--- config.mk ---
export PLATFORM = sky130hd
export DESIGN_NAME = fat_chain_block_allocator_core
export DESIGN_NICKNAME = d
export VERILOG_FILES = /design/src/fcba_pkg.sv /design/src/fcba_link_table.sv /design/src/fat_chain_block_allocator_core.sv
export SDC_FILE = /design/constraint.sdc
export NUM_CORES = 2
export LEC_CHECK = 0
export BUFFER_PORTS_ARGS = -buffer_cell sky130_fd_sc_hd__buf_2
export CAP_MARGIN = 20
export CORE_MARGIN = 2
export CORE_UTILIZATION = 49
export CTS_BUF_LIST = sky130_fd_sc_hd__clkbuf_8 sky130_fd_sc_hd__clkbuf_16
export DETAILED_ROUTE_END_ITERATION = 12
export HOLD_SLACK_MARGIN = 0.08
export PLACE_DENSITY = 0.67
export SETUP_SLACK_MARGIN = 0.2
export SKIP_LAST_GASP = 1
export SLEW_MARGIN = 30
export SYNTH_ARGS = -nofsm -noshare
export SYNTH_HDL_FRONTEND = slang
export SYNTH_HIERARCHICAL = 1
export SYNTH_SLANG_ARGS = --single-unit
--- constraint.sdc ---
create_clock -name i_clk -period 11.35 [get_ports i_clk]
set_input_delay 0.5675 -clock i_clk [delete_from_list [all_inputs] [get_ports i_clk]]
set_output_delay 0.5675 -clock i_clk [all_outputs]
set_load 0.02 [all_outputs]
--- src/fcba_pkg.sv ---
// Shared types and constants for the chained block allocator.
package fcba_pkg;

    localparam int NUM_BLOCKS = 128;
    localparam int BLK_W = $clog2(NUM_BLOCKS);
    localparam int CNT_W = BLK_W + 1;
    localparam int LINK_W = 8;

    localparam logic [LINK_W-1:0] LINK_FREE = 8'hFE;
    localparam logic [LINK_W-1:0] LINK_END = 8'hFF;

    localparam logic STATUS_OK = 1'b0;
    localparam logic STATUS_FAIL = 1'b1;

    typedef struct packed {
        logic [7:0] block_number;
        logic       last_block;
    } t_in_word;

    typedef struct packed {
        logic       status;
        logic [6:0] start_block;
        logic [7:0] chain_length;
    } t_out_word;

    typedef struct packed {
        logic              we;
        logic [BLK_W-1:0]  addr;
        logic [LINK_W-1:0] data;
    } t_link_wr;

    typedef enum logic [2:0] {
        S_IDLE,
        S_CHECK,
        S_CRD,
        S_CWR,
        S_CEND,
        S_RES
    } t_state;

endpackage

--- src/fcba_link_table.sv ---
// Link table memory with per-entry written flags; unwritten entries read as free.
module fcba_link_table (
    input  logic                     i_clk,
    input  logic                     i_rst_n,
    input  logic [fcba_pkg::BLK_W-1:0] i_rd_addr,
    output logic                     o_rd_free,
    input  fcba_pkg::t_link_wr       i_wr
);
    import fcba_pkg::*;

    logic [LINK_W-1:0]     mem [NUM_BLOCKS];
    logic [NUM_BLOCKS-1:0] r_written;
    logic [LINK_W-1:0]     r_rd_data;
    logic                  r_rd_written;

    always_ff @(posedge i_clk) begin
        if (i_wr.we) begin
            mem[i_wr.addr] <= i_wr.data;
        end
        r_rd_data    <= mem[i_rd_addr];
        r_rd_written <= r_written[i_rd_addr];
    end

    always_ff @(posedge i_clk) begin
        if (!i_rst_n) begin
            r_written <= '0;
        end else if (i_wr.we) begin
            r_written[i_wr.addr] <= 1'b1;
        end
    end

    assign o_rd_free = !r_rd_written || (r_rd_data == LINK_FREE);

endmodule

--- src/fat_chain_block_allocator_core.sv ---
// Top level of the chained block allocator: request checking and chain commit.
//
// Input channel: one word per requested block (block number, last flag), taken
// when i_in_valid is high and o_in_stall is low. Output channel: one word per
// request (status, start block, chain length), taken when o_out_valid is high
// and i_out_stall is low. The user must write the disk size register through
// i_cfg_we / i_cfg_wdata only while the block is idle; the block does not enforce it.
// Each block word goes through a link table read and then a check state.
// The last word of a request that passes every check then walks the pending
// list, reading each block through the pending memory read port (S_CRD) and
// linking it (S_CWR), then writes the end mark (S_CEND) and loads the result
// (S_RES). A failing request goes from its check straight to the result load.
// Reset marks every table entry free at once through per-entry flags, clears
// the pending request and sets the disk size to 128; no clearing pass.
// While the receiver stalls, the result word holds in the output register and
// the next request may be checked; a further result waits until it is taken.
module fat_chain_block_allocator_core (
    input  logic                 i_clk,
    input  logic                 i_rst_n,
    input  logic                 i_in_valid,
    output logic                 o_in_stall,
    input  fcba_pkg::t_in_word   i_in_word,
    output logic                 o_out_valid,
    input  logic                 i_out_stall,
    output fcba_pkg::t_out_word  o_out_word,
    input  logic                 i_cfg_we,
    input  logic [7:0]           i_cfg_wdata
);
    import fcba_pkg::*;

    t_state r_state, n_state;
    logic [7:0]            r_blk, n_blk;
    logic                  r_last, n_last;
    logic [CNT_W-1:0]      r_count, n_count;
    logic                  r_ok, n_ok;
    logic [BLK_W-1:0]      r_start, n_start;
    logic [BLK_W-1:0]      r_idx, n_idx;
    logic [BLK_W-1:0]      r_prev, n_prev;
    logic                  r_res_ok, n_res_ok;
    logic                  r_out_valid, n_out_valid;
    t_out_word             r_out, n_out;
    logic [7:0]            r_disk;
    logic [NUM_BLOCKS-1:0] r_marks;

    logic [BLK_W-1:0] pend_mem [NUM_BLOCKS];
    logic [BLK_W-1:0] r_pend_q;

    logic             tbl_free;
    t_link_wr         link_wr;
    logic [7:0]       limit;
    logic             hit_ok;
    logic             mark_set;
    logic             mark_clr;
    logic             out_free;

    fcba_link_table u_table (
        .i_clk     (i_clk),
        .i_rst_n   (i_rst_n),
        .i_rd_addr (i_in_word.block_number[BLK_W-1:0]),
        .o_rd_free (tbl_free),
        .i_wr      (link_wr)
    );

    assign limit = (r_disk < 8'(NUM_BLOCKS)) ? r_disk : 8'(NUM_BLOCKS);
    assign hit_ok = (r_blk < limit) && tbl_free && !r_marks[r_blk[BLK_W-1:0]]
                    && (r_count < CNT_W'(NUM_BLOCKS));
    assign out_free = !r_out_valid || !i_out_stall;

    always_comb begin
        n_state     = r_state;
        n_blk       = r_blk;
        n_last      = r_last;
        n_count     = r_count;
        n_ok        = r_ok;
        n_start     = r_start;
        n_idx       = r_idx;
        n_prev      = r_prev;
        n_res_ok    = r_res_ok;
        n_out_valid = r_out_valid && i_out_stall;
        n_out       = r_out;
        mark_set    = 1'b0;
        mark_clr    = 1'b0;
        link_wr     = '0;
        case (r_state)
            S_IDLE: begin
                if (i_in_valid) begin
                    n_blk   = i_in_word.block_number;
                    n_last  = i_in_word.last_block;
                    n_state = S_CHECK;
                end
            end
            S_CHECK: begin
                if (hit_ok) begin
                    mark_set = 1'b1;
                    n_count  = r_count + 1'b1;
                    if (r_count == '0) begin
                        n_start = r_blk[BLK_W-1:0];
                    end
                end
                n_ok = r_ok && hit_ok;
                if (!r_last) begin
                    n_state = S_IDLE;
                end else if (n_ok) begin
                    n_idx   = '0;
                    n_state = S_CRD;
                end else begin
                    n_res_ok = 1'b0;
                    n_state  = S_RES;
                end
            end
            S_CRD: begin
                n_state = S_CWR;
            end
            S_CWR: begin
                if (r_idx != '0) begin
                    link_wr.we   = 1'b1;
                    link_wr.addr = r_prev;
                    link_wr.data = LINK_W'(r_pend_q);
                end
                n_prev = r_pend_q;
                if (CNT_W'(r_idx) == r_count - 1'b1) begin
                    n_state = S_CEND;
                end else begin
                    n_idx   = r_idx + 1'b1;
                    n_state = S_CRD;
                end
            end
            S_CEND: begin
                link_wr.we   = 1'b1;
                link_wr.addr = r_prev;
                link_wr.data = LINK_END;
                n_res_ok     = 1'b1;
                n_state      = S_RES;
            end
            S_RES: begin
                if (out_free) begin
                    n_out_valid = 1'b1;
                    if (r_res_ok) begin
                        n_out.status       = STATUS_OK;
                        n_out.start_block  = r_start;
                        n_out.chain_length = r_count;
                    end else begin
                        n_out.status       = STATUS_FAIL;
                        n_out.start_block  = '0;
                        n_out.chain_length = '0;
                    end
                    mark_clr = 1'b1;
                    n_count  = '0;
                    n_ok     = 1'b1;
                    n_state  = S_IDLE;
                end
            end
            default: begin
                n_state = S_IDLE;
            end
        endcase
    end

    always_ff @(posedge i_clk) begin
        if (!i_rst_n) begin
            r_state     <= S_IDLE;
            r_count     <= '0;
            r_ok        <= 1'b1;
            r_out_valid <= 1'b0;
            r_disk      <= 8'd128;
            r_marks     <= '0;
        end else begin
            r_state     <= n_state;
            r_count     <= n_count;
            r_ok        <= n_ok;
            r_out_valid <= n_out_valid;
            if (i_cfg_we) begin
                r_disk <= i_cfg_wdata;
            end
            if (mark_clr) begin
                r_marks <= '0;
            end else if (mark_set) begin
                r_marks[r_blk[BLK_W-1:0]] <= 1'b1;
            end
        end
    end

    always_ff @(posedge i_clk) begin
        r_blk    <= n_blk;
        r_last   <= n_last;
        r_start  <= n_start;
        r_idx    <= n_idx;
        r_prev   <= n_prev;
        r_res_ok <= n_res_ok;
        r_out    <= n_out;
    end

    always_ff @(posedge i_clk) begin
        if (mark_set) begin
            pend_mem[r_count[BLK_W-1:0]] <= r_blk[BLK_W-1:0];
        end
        r_pend_q <= pend_mem[r_idx];
    end

    assign o_in_stall  = (r_state != S_IDLE);
    assign o_out_valid = r_out_valid;
    assign o_out_word  = r_out;

endmodule

======== Word level (Yosys, flattened, before mapping) ========
Memories as Yosys holds them, arrays and structs flattened. A register that Yosys moved wholly into a read port is not among the register bits.
Cells that the tools add are included.
storage, ports and cells
  bits of input ports ..................... 22
  bits in registers ....................... 325
  output and inout port bits .............. 18
  memories kept ........................... 2
  memory bits (writable) .................. 1920
  logic and storage cells ................. 116
memory list
  memory       depth  bits a word  rd ports  clocked after Yosys merged registers in  write ports  line                                  RTL
  u_table.mem  128    8            1         1                                        1            fcba_link_table.sv:11                 logic [LINK_W-1:0] mem [NUM_BLOCKS];
  pend_mem     128    7            1         1                                        1            fat_chain_block_allocator_core.sv:45  logic [BLK_W-1:0] pend_mem [NUM_BLOCKS];
cells by class
  mux-type cells .......................... 40
  eq/ne operators ......................... 14
  reductions and logical operators ........ 29
  add/subtract/negate cells ............... 3
  bitwise gates (word level) .............. 3
  order comparisons ....................... 8
operator list
  cell                                                                   number
  128-bit OR                                                             2
  16-bit 2-to-1 mux                                                      2
  16-bit one-hot mux with 2 select lines                                 1
  7-bit by 8-bit < comparator with 1-bit output, second input constant   3
  8-bit 2-to-1 mux                                                       3
  7-bit 2-to-1 mux                                                       3
  3-bit one-hot mux with 6 select lines                                  1
  1-bit 2-to-1 mux                                                       17
  8-bit < comparator, second input constant                              2
  8-bit one-hot mux with 2 select lines                                  1
  3-bit 2-to-1 mux                                                       5
  1-bit binary-select mux with 7-bit select                              2
  1-bit demux with 7-bit select                                          2
  7-bit by 1-bit >= comparator with 1-bit output, second input constant  2
  2-bit inequality test, second input constant                           7
  7-bit one-hot mux with 2 select lines                                  1
  3-bit AND reduction                                                    3
  8-bit by 1-bit adder with 8-bit output, second input constant          1
  7-bit by 8-bit == test with 1-bit output                               1
  8-bit == test, second input constant                                   1
  8-bit logical NOT                                                      1
  8-bit < comparator                                                     1
  2-bit AND reduction                                                    4
  8-bit by 1-bit subtractor with 8-bit output, second input constant     1
  15 further kinds                                                       30

======== Depth between registers and ports, before layout ========
  depth in word-level cells ............... 10
  gate-level depth with buffers ........... 15
  gate-level depth less buffers ........... 11

======== Cells and area by module ========
Netlist, hierarchy kept.
by module, submodules not included
  module                          instances  sequential area each (µm²)  cells an instance  area each (µm²)
  fcba_link_table                 1          33492.1                     1961               44276.2
  fat_chain_block_allocator_core  1          31440.2                     2348               43048.8

======== Worst setup path before layout ========
Ideal clock, no wire load.
  path kind ............................... register to register
  from .................................... register r_state[2]
  to ...................................... memory u_table.mem[0][0], data pin
  data arrival time ....................... 9.906 ns
  setup time .............................. 0.793 ns
  cell stages (with the launch flop) ...... 6
  path slack .............................. 0.651 ns
  data required time ...................... 10.557 ns
  buffers on the path ..................... 1
  period minus slack after synthesis ...... 10.699 ns
  cells stage by stage .................... dfxtp_1 -> inv_1 -> nor3_1 -> nor2_1 -> clkbuf_1 -> nor2_1
RTL lines
  what                      line                                   RTL
  start: declaration        fat_chain_block_allocator_core.sv:31   t_state r_state, n_state;
  start signal: assignment  fat_chain_block_allocator_core.sv:168  r_state <= n_state;
  end: declaration          fcba_link_table.sv:11

======== Worst setup path after layout ========
  from .................................... register r_blk[2]
  to ...................................... memory pend_mem[62][0] (netlist bit) (enable)
between the ends
  word-level cells in the longest chain between the ends .. 9
  elaborated cells between the ends (all ways) .. 11
  those cells by class .................... 1 x order compare; 6 x mux; 4 x reduce/logical
RTL lines
  what                                        line                                   RTL
  start: declaration                          fat_chain_block_allocator_core.sv:32   logic [7:0] r_blk, n_blk;
  start signal: assignment                    fat_chain_block_allocator_core.sv:184  r_blk <= n_blk;
  1-bit binary-select mux with 7-bit select   fat_chain_block_allocator_core.sv:65   assign hit_ok = (r_blk < limit) && tbl_free && !r_marks[r_blk[BLK_W-1:0]]
  1-bit 2-to-1 mux (implied by the code)      fat_chain_block_allocator_core.sv:65
  1-bit logical NOT                           fat_chain_block_allocator_core.sv:65
  1-bit logical AND (*)                       fat_chain_block_allocator_core.sv:65
  1-bit logical AND (*)                       fat_chain_block_allocator_core.sv:66   && (r_count < CNT_W'(NUM_BLOCKS));
  1-bit 2-to-1 mux (*)                        fat_chain_block_allocator_core.sv:93   if (hit_ok) begin
  1-bit 2-to-1 mux (*)                        fat_chain_block_allocator_core.sv:84   case (r_state)
  1-bit 2-to-1 mux (*)                        fat_chain_block_allocator_core.sv:194  if (mark_set) begin
  1-bit 2-to-1 mux (implied by the code) (*)  fat_chain_block_allocator_core.sv:195  pend_mem[r_count[BLK_W-1:0]] <= r_blk[BLK_W-1:0];
  end: declaration                            fat_chain_block_allocator_core.sv:45
Mark *: on every way between the ends. The rest lies on a longest branch, timed or not. The select of a mux whose other input is x is not followed.

==> results.json <==
{
  "status": "finished, final reports clean",
  "syn_inst": 4309,
  "first_iter_violations": 4999,
  "grt_antenna_before_repair": 2,
  "vias": 42600,
  "ant_nets": 0,
  "reg2regPathDepth": 10,
  "slew_headroom": 0.321,
  "crit_fanout": 63,
  "synth_nets": 4343,
  "cts_made_buffers": 215,
  "globalRouteOverflowTotal": 0,
  "worstPathRequired_ns": 11.82,
  "hold_path_class": "in2reg",
  "viasPerCell": 6.16,
  "hpwl_um": 115000,
  "synth_top_cells_by_count": "edfxtp_1 (1967), mux4_2 (684), nor2_1 (307), dfxtp_1 (293), nand2_1 (205)",
  "synth_ff_type": "edfxtp_1",
  "synth-simple-area-share": 0.0331,
  "syn-cell-area_sq_um": 87300,
  "instances_no_fill": 6912,
  "wirelength_um": 199000,
  "ys_top_cells_by_area": "edfxtp_1 (68%), mux4_2 (18%), dfxtp_1 (6.7%)",
  "dp.cells": 6488,
  "coreArea_sq_um": 177000,
  "synth_edf_count": 1967,
  "ctsHoldBuffers": 14,
  "cts_tree": "built",
  "drive_gt1_frac": 0.257,
  "postSynthAreaPerCell_sq_um": 20.3,
  "portBuffers": 39,
  "synth_top_area_share": 0.676,
  "nets": 4416,
  "synthArstFlopShare": 0,
  "cts_max_path_buffers": 3,
  "r2r_start": "r_blk[2]",
  "ir_worst_vdd_v": 0.000131,
  "cts.repair.resized": 0,
  "grt_pass1_vias": 42100,
  "routabilityCongestion": 0.806,
  "clock_tree.root_cell": "clkbuf_16",
  "worst_slack_ns": 5.45,
  "worst_setup_path_end_kind": "flip-flop",
  "clk_latency_ns": 0.87,
  "clock-sinks": 2260,
  "max_freq_ghz": 0.169,
  "dr.pass1.iters": 5,
  "rows": 154,
  "hold_viol": 0,
  "syn_to_final_growth_pct": 11.7,
  "ff2ff_setup_slack_ns": 5.45,
  "drv_slew": 0,
  "synth_compound_area_frac": 0.0245,
  "grt_start_max_net_pins": 146,
  "initial_core_util": 0.494,
  "ys_seq_area_frac": 0.744,
  "synth-adder-area-share": 0.00172,
  "cts-htree-levels": 4,
  "synth-xor-area-share": 0.00150,
  "arrival_ns": 6.37,
  "path_clk_slew_ns": 0.06,
  "track_usage": 0.220,
  "io_pins": 40,
  "ys_seq_elements": 2260,
  "cap_violations": 0,
  "fin_crit_ns": 5.90,
  "power.density_nw_per_um2": 177,
  "synth_top_family_by_area": "multiplexers",
  "yosysWarnings": 6,
  "die_h_um": 426,
  "drc": 0,
  "hp-start": "i_cfg_we",
  "crit_end": "pend_mem[62][0]",
  "fin_tns_setup_ns": 0,
  "final_util": 0.552,
  "postCtsSetupBuffers": 0,
  "critPathKind": "reg2reg",
  "synthMostInstantiatedCell": "edfxtp_1",
  "wl_per_cell_um": 28.8,
  "worstReg2RegEnd": "pend_mem[62][0]",
  "finClkSkew_ns": 0.0588,
  "synth_cell_types": 62,
  "muxShareOfSynthArea": 0.182,
  "dp_slack_ns": 5.48,
  "hold_slack_ns": 0.145,
  "min_period_over_period": 0.520,
  "worstMarginPinSlew_ns": 1.02,
  "rsz0062_at_grt": "false",
  "cp-start-kind": "flip-flop",
  "cp-startpoint": "r_blk[2]",
  "fp.dieArea_sq_um": 182000,
  "synth_top_area_cell": "edfxtp_1",
  "die_x_um": 426,
  "finalSetupViolCount": 0,
  "grt_pass1_wl_um": 292000,
  "leakage_nw": 31.3
}
-- sequential cells by signal (all words and copies together), names as in the netlist, 3 cells and up --
name and flops:
o_out_word 16, pend_mem 896, r_blk 8, r_count 8, r_disk 8, r_idx 7
r_marks 128, r_pend_q 7, r_prev 7, r_start 7, r_state 3, u_table/mem 1024
u_table/r_rd_data 8, u_table/r_written 128
-- worst min path at each step --
stage / to / slack, ns / depth (start not counted)
floorplan: r_prev[0] / 0.41 / 0
global placement: r_prev[1] / 0.42 / 0
detailed placement: r_prev[5] / 0.42 / 0
CTS: r_disk[2] / 0.09 / 3
global route: r_disk[2] / 0.13 / 3
finish: r_disk[2] / 0.15 / 3
-- power by group --
| group | switching, mW | total [mW] | internal (mW) |
|---|---|---|---|
| clock | 3.10 | 7.09 | 3.99 |
| combinational | 0.648 | 1.01 | 0.362 |
| sequential | 0.0240 | 9.15 | 9.12 |
| total | 3.78 | 17.2 | 13.5 |
-- placed cells by master (no fill, tap or decap), types with 11 or more instances in the layout --
cell	count
a21oi_1	13
clkbuf_16	216
o21a_1	131
dfxtp_1	293
and2_1	13
nor2_2	37
mux2i_1	37
bufinv_16	19
buf_6	15
nand2_1	205
ha_1	12
buf_2	34
nor2b_1	25
nor2_1	262
nand3_1	33
o21ai_1	132
mux2_2	11
mux4_2	684
buf_4	44
inv_1	74
clkbuf_8	12
clkinv_2	44
edfxtp_1	1967
o22ai_1	15
clkinv_1	36
dlygate4sd3_1	14
-- per-layer routing --
layer  routed length [um]  up-vias  global-route usage  share of wire
met3                15700      277              0.0388          0.079
met5                    0        -                   0              0
li1                     -    17700                   -              -
met4                 4630        0              0.0572          0.023
met1                83600    22600               0.325           0.42
met2                94800     1901               0.343           0.48
-- layout make-up --
type / instances / area [sq um]
Inverter: 24 / 90.1
Fill cell: 13000 / 79200
Timing Repair Buffer: 119 / 1060
Multi-Input combinational cell: 1762 / 21400
Sequential cell: 2260 / 64900
Clock inverter: 176 / 1500
Tap cell: 2340 / 2930
Antenna cell: 3 / 7.51
Clock buffer: 228 / 5570
-- kinds of logic after synthesis --
| kind of cell | count (synthesis) |
|---|---|
| AO/OA/AOI/OAI | 336 |
| XOR/XNOR | 15 |
| adder cells (fa/ha/maj) | 12 |
| buffers and inverters | 287 |
| flip-flops | 2260 |
| multiplexers | 734 |
| AND/OR/NAND/NOR | 665 |
-- critical path, cell delays in order, from the launching register on --
cell,delay [ns]
edfxtp_1,0.87
buf_4,0.70
mux4_2,0.40
mux4_2,0.50
mux2i_1,0.18
nor2_1,0.09
nor4_2,0.38
nand3_2,0.48
or4_1,0.99
buf_4,0.38
nor2_1,0.49
-- per-stage QoR --
step                      power [mW]  cell area [sq um]
final                           17.2              97500
after global routing            17.7              97500
after CTS                       17.4              97300
after detailed placement        10.3              90100
after global placement          10.3              90000
after floorplan                 9.97              87300
No activity file was read; power rests on OpenSTA's default activity.
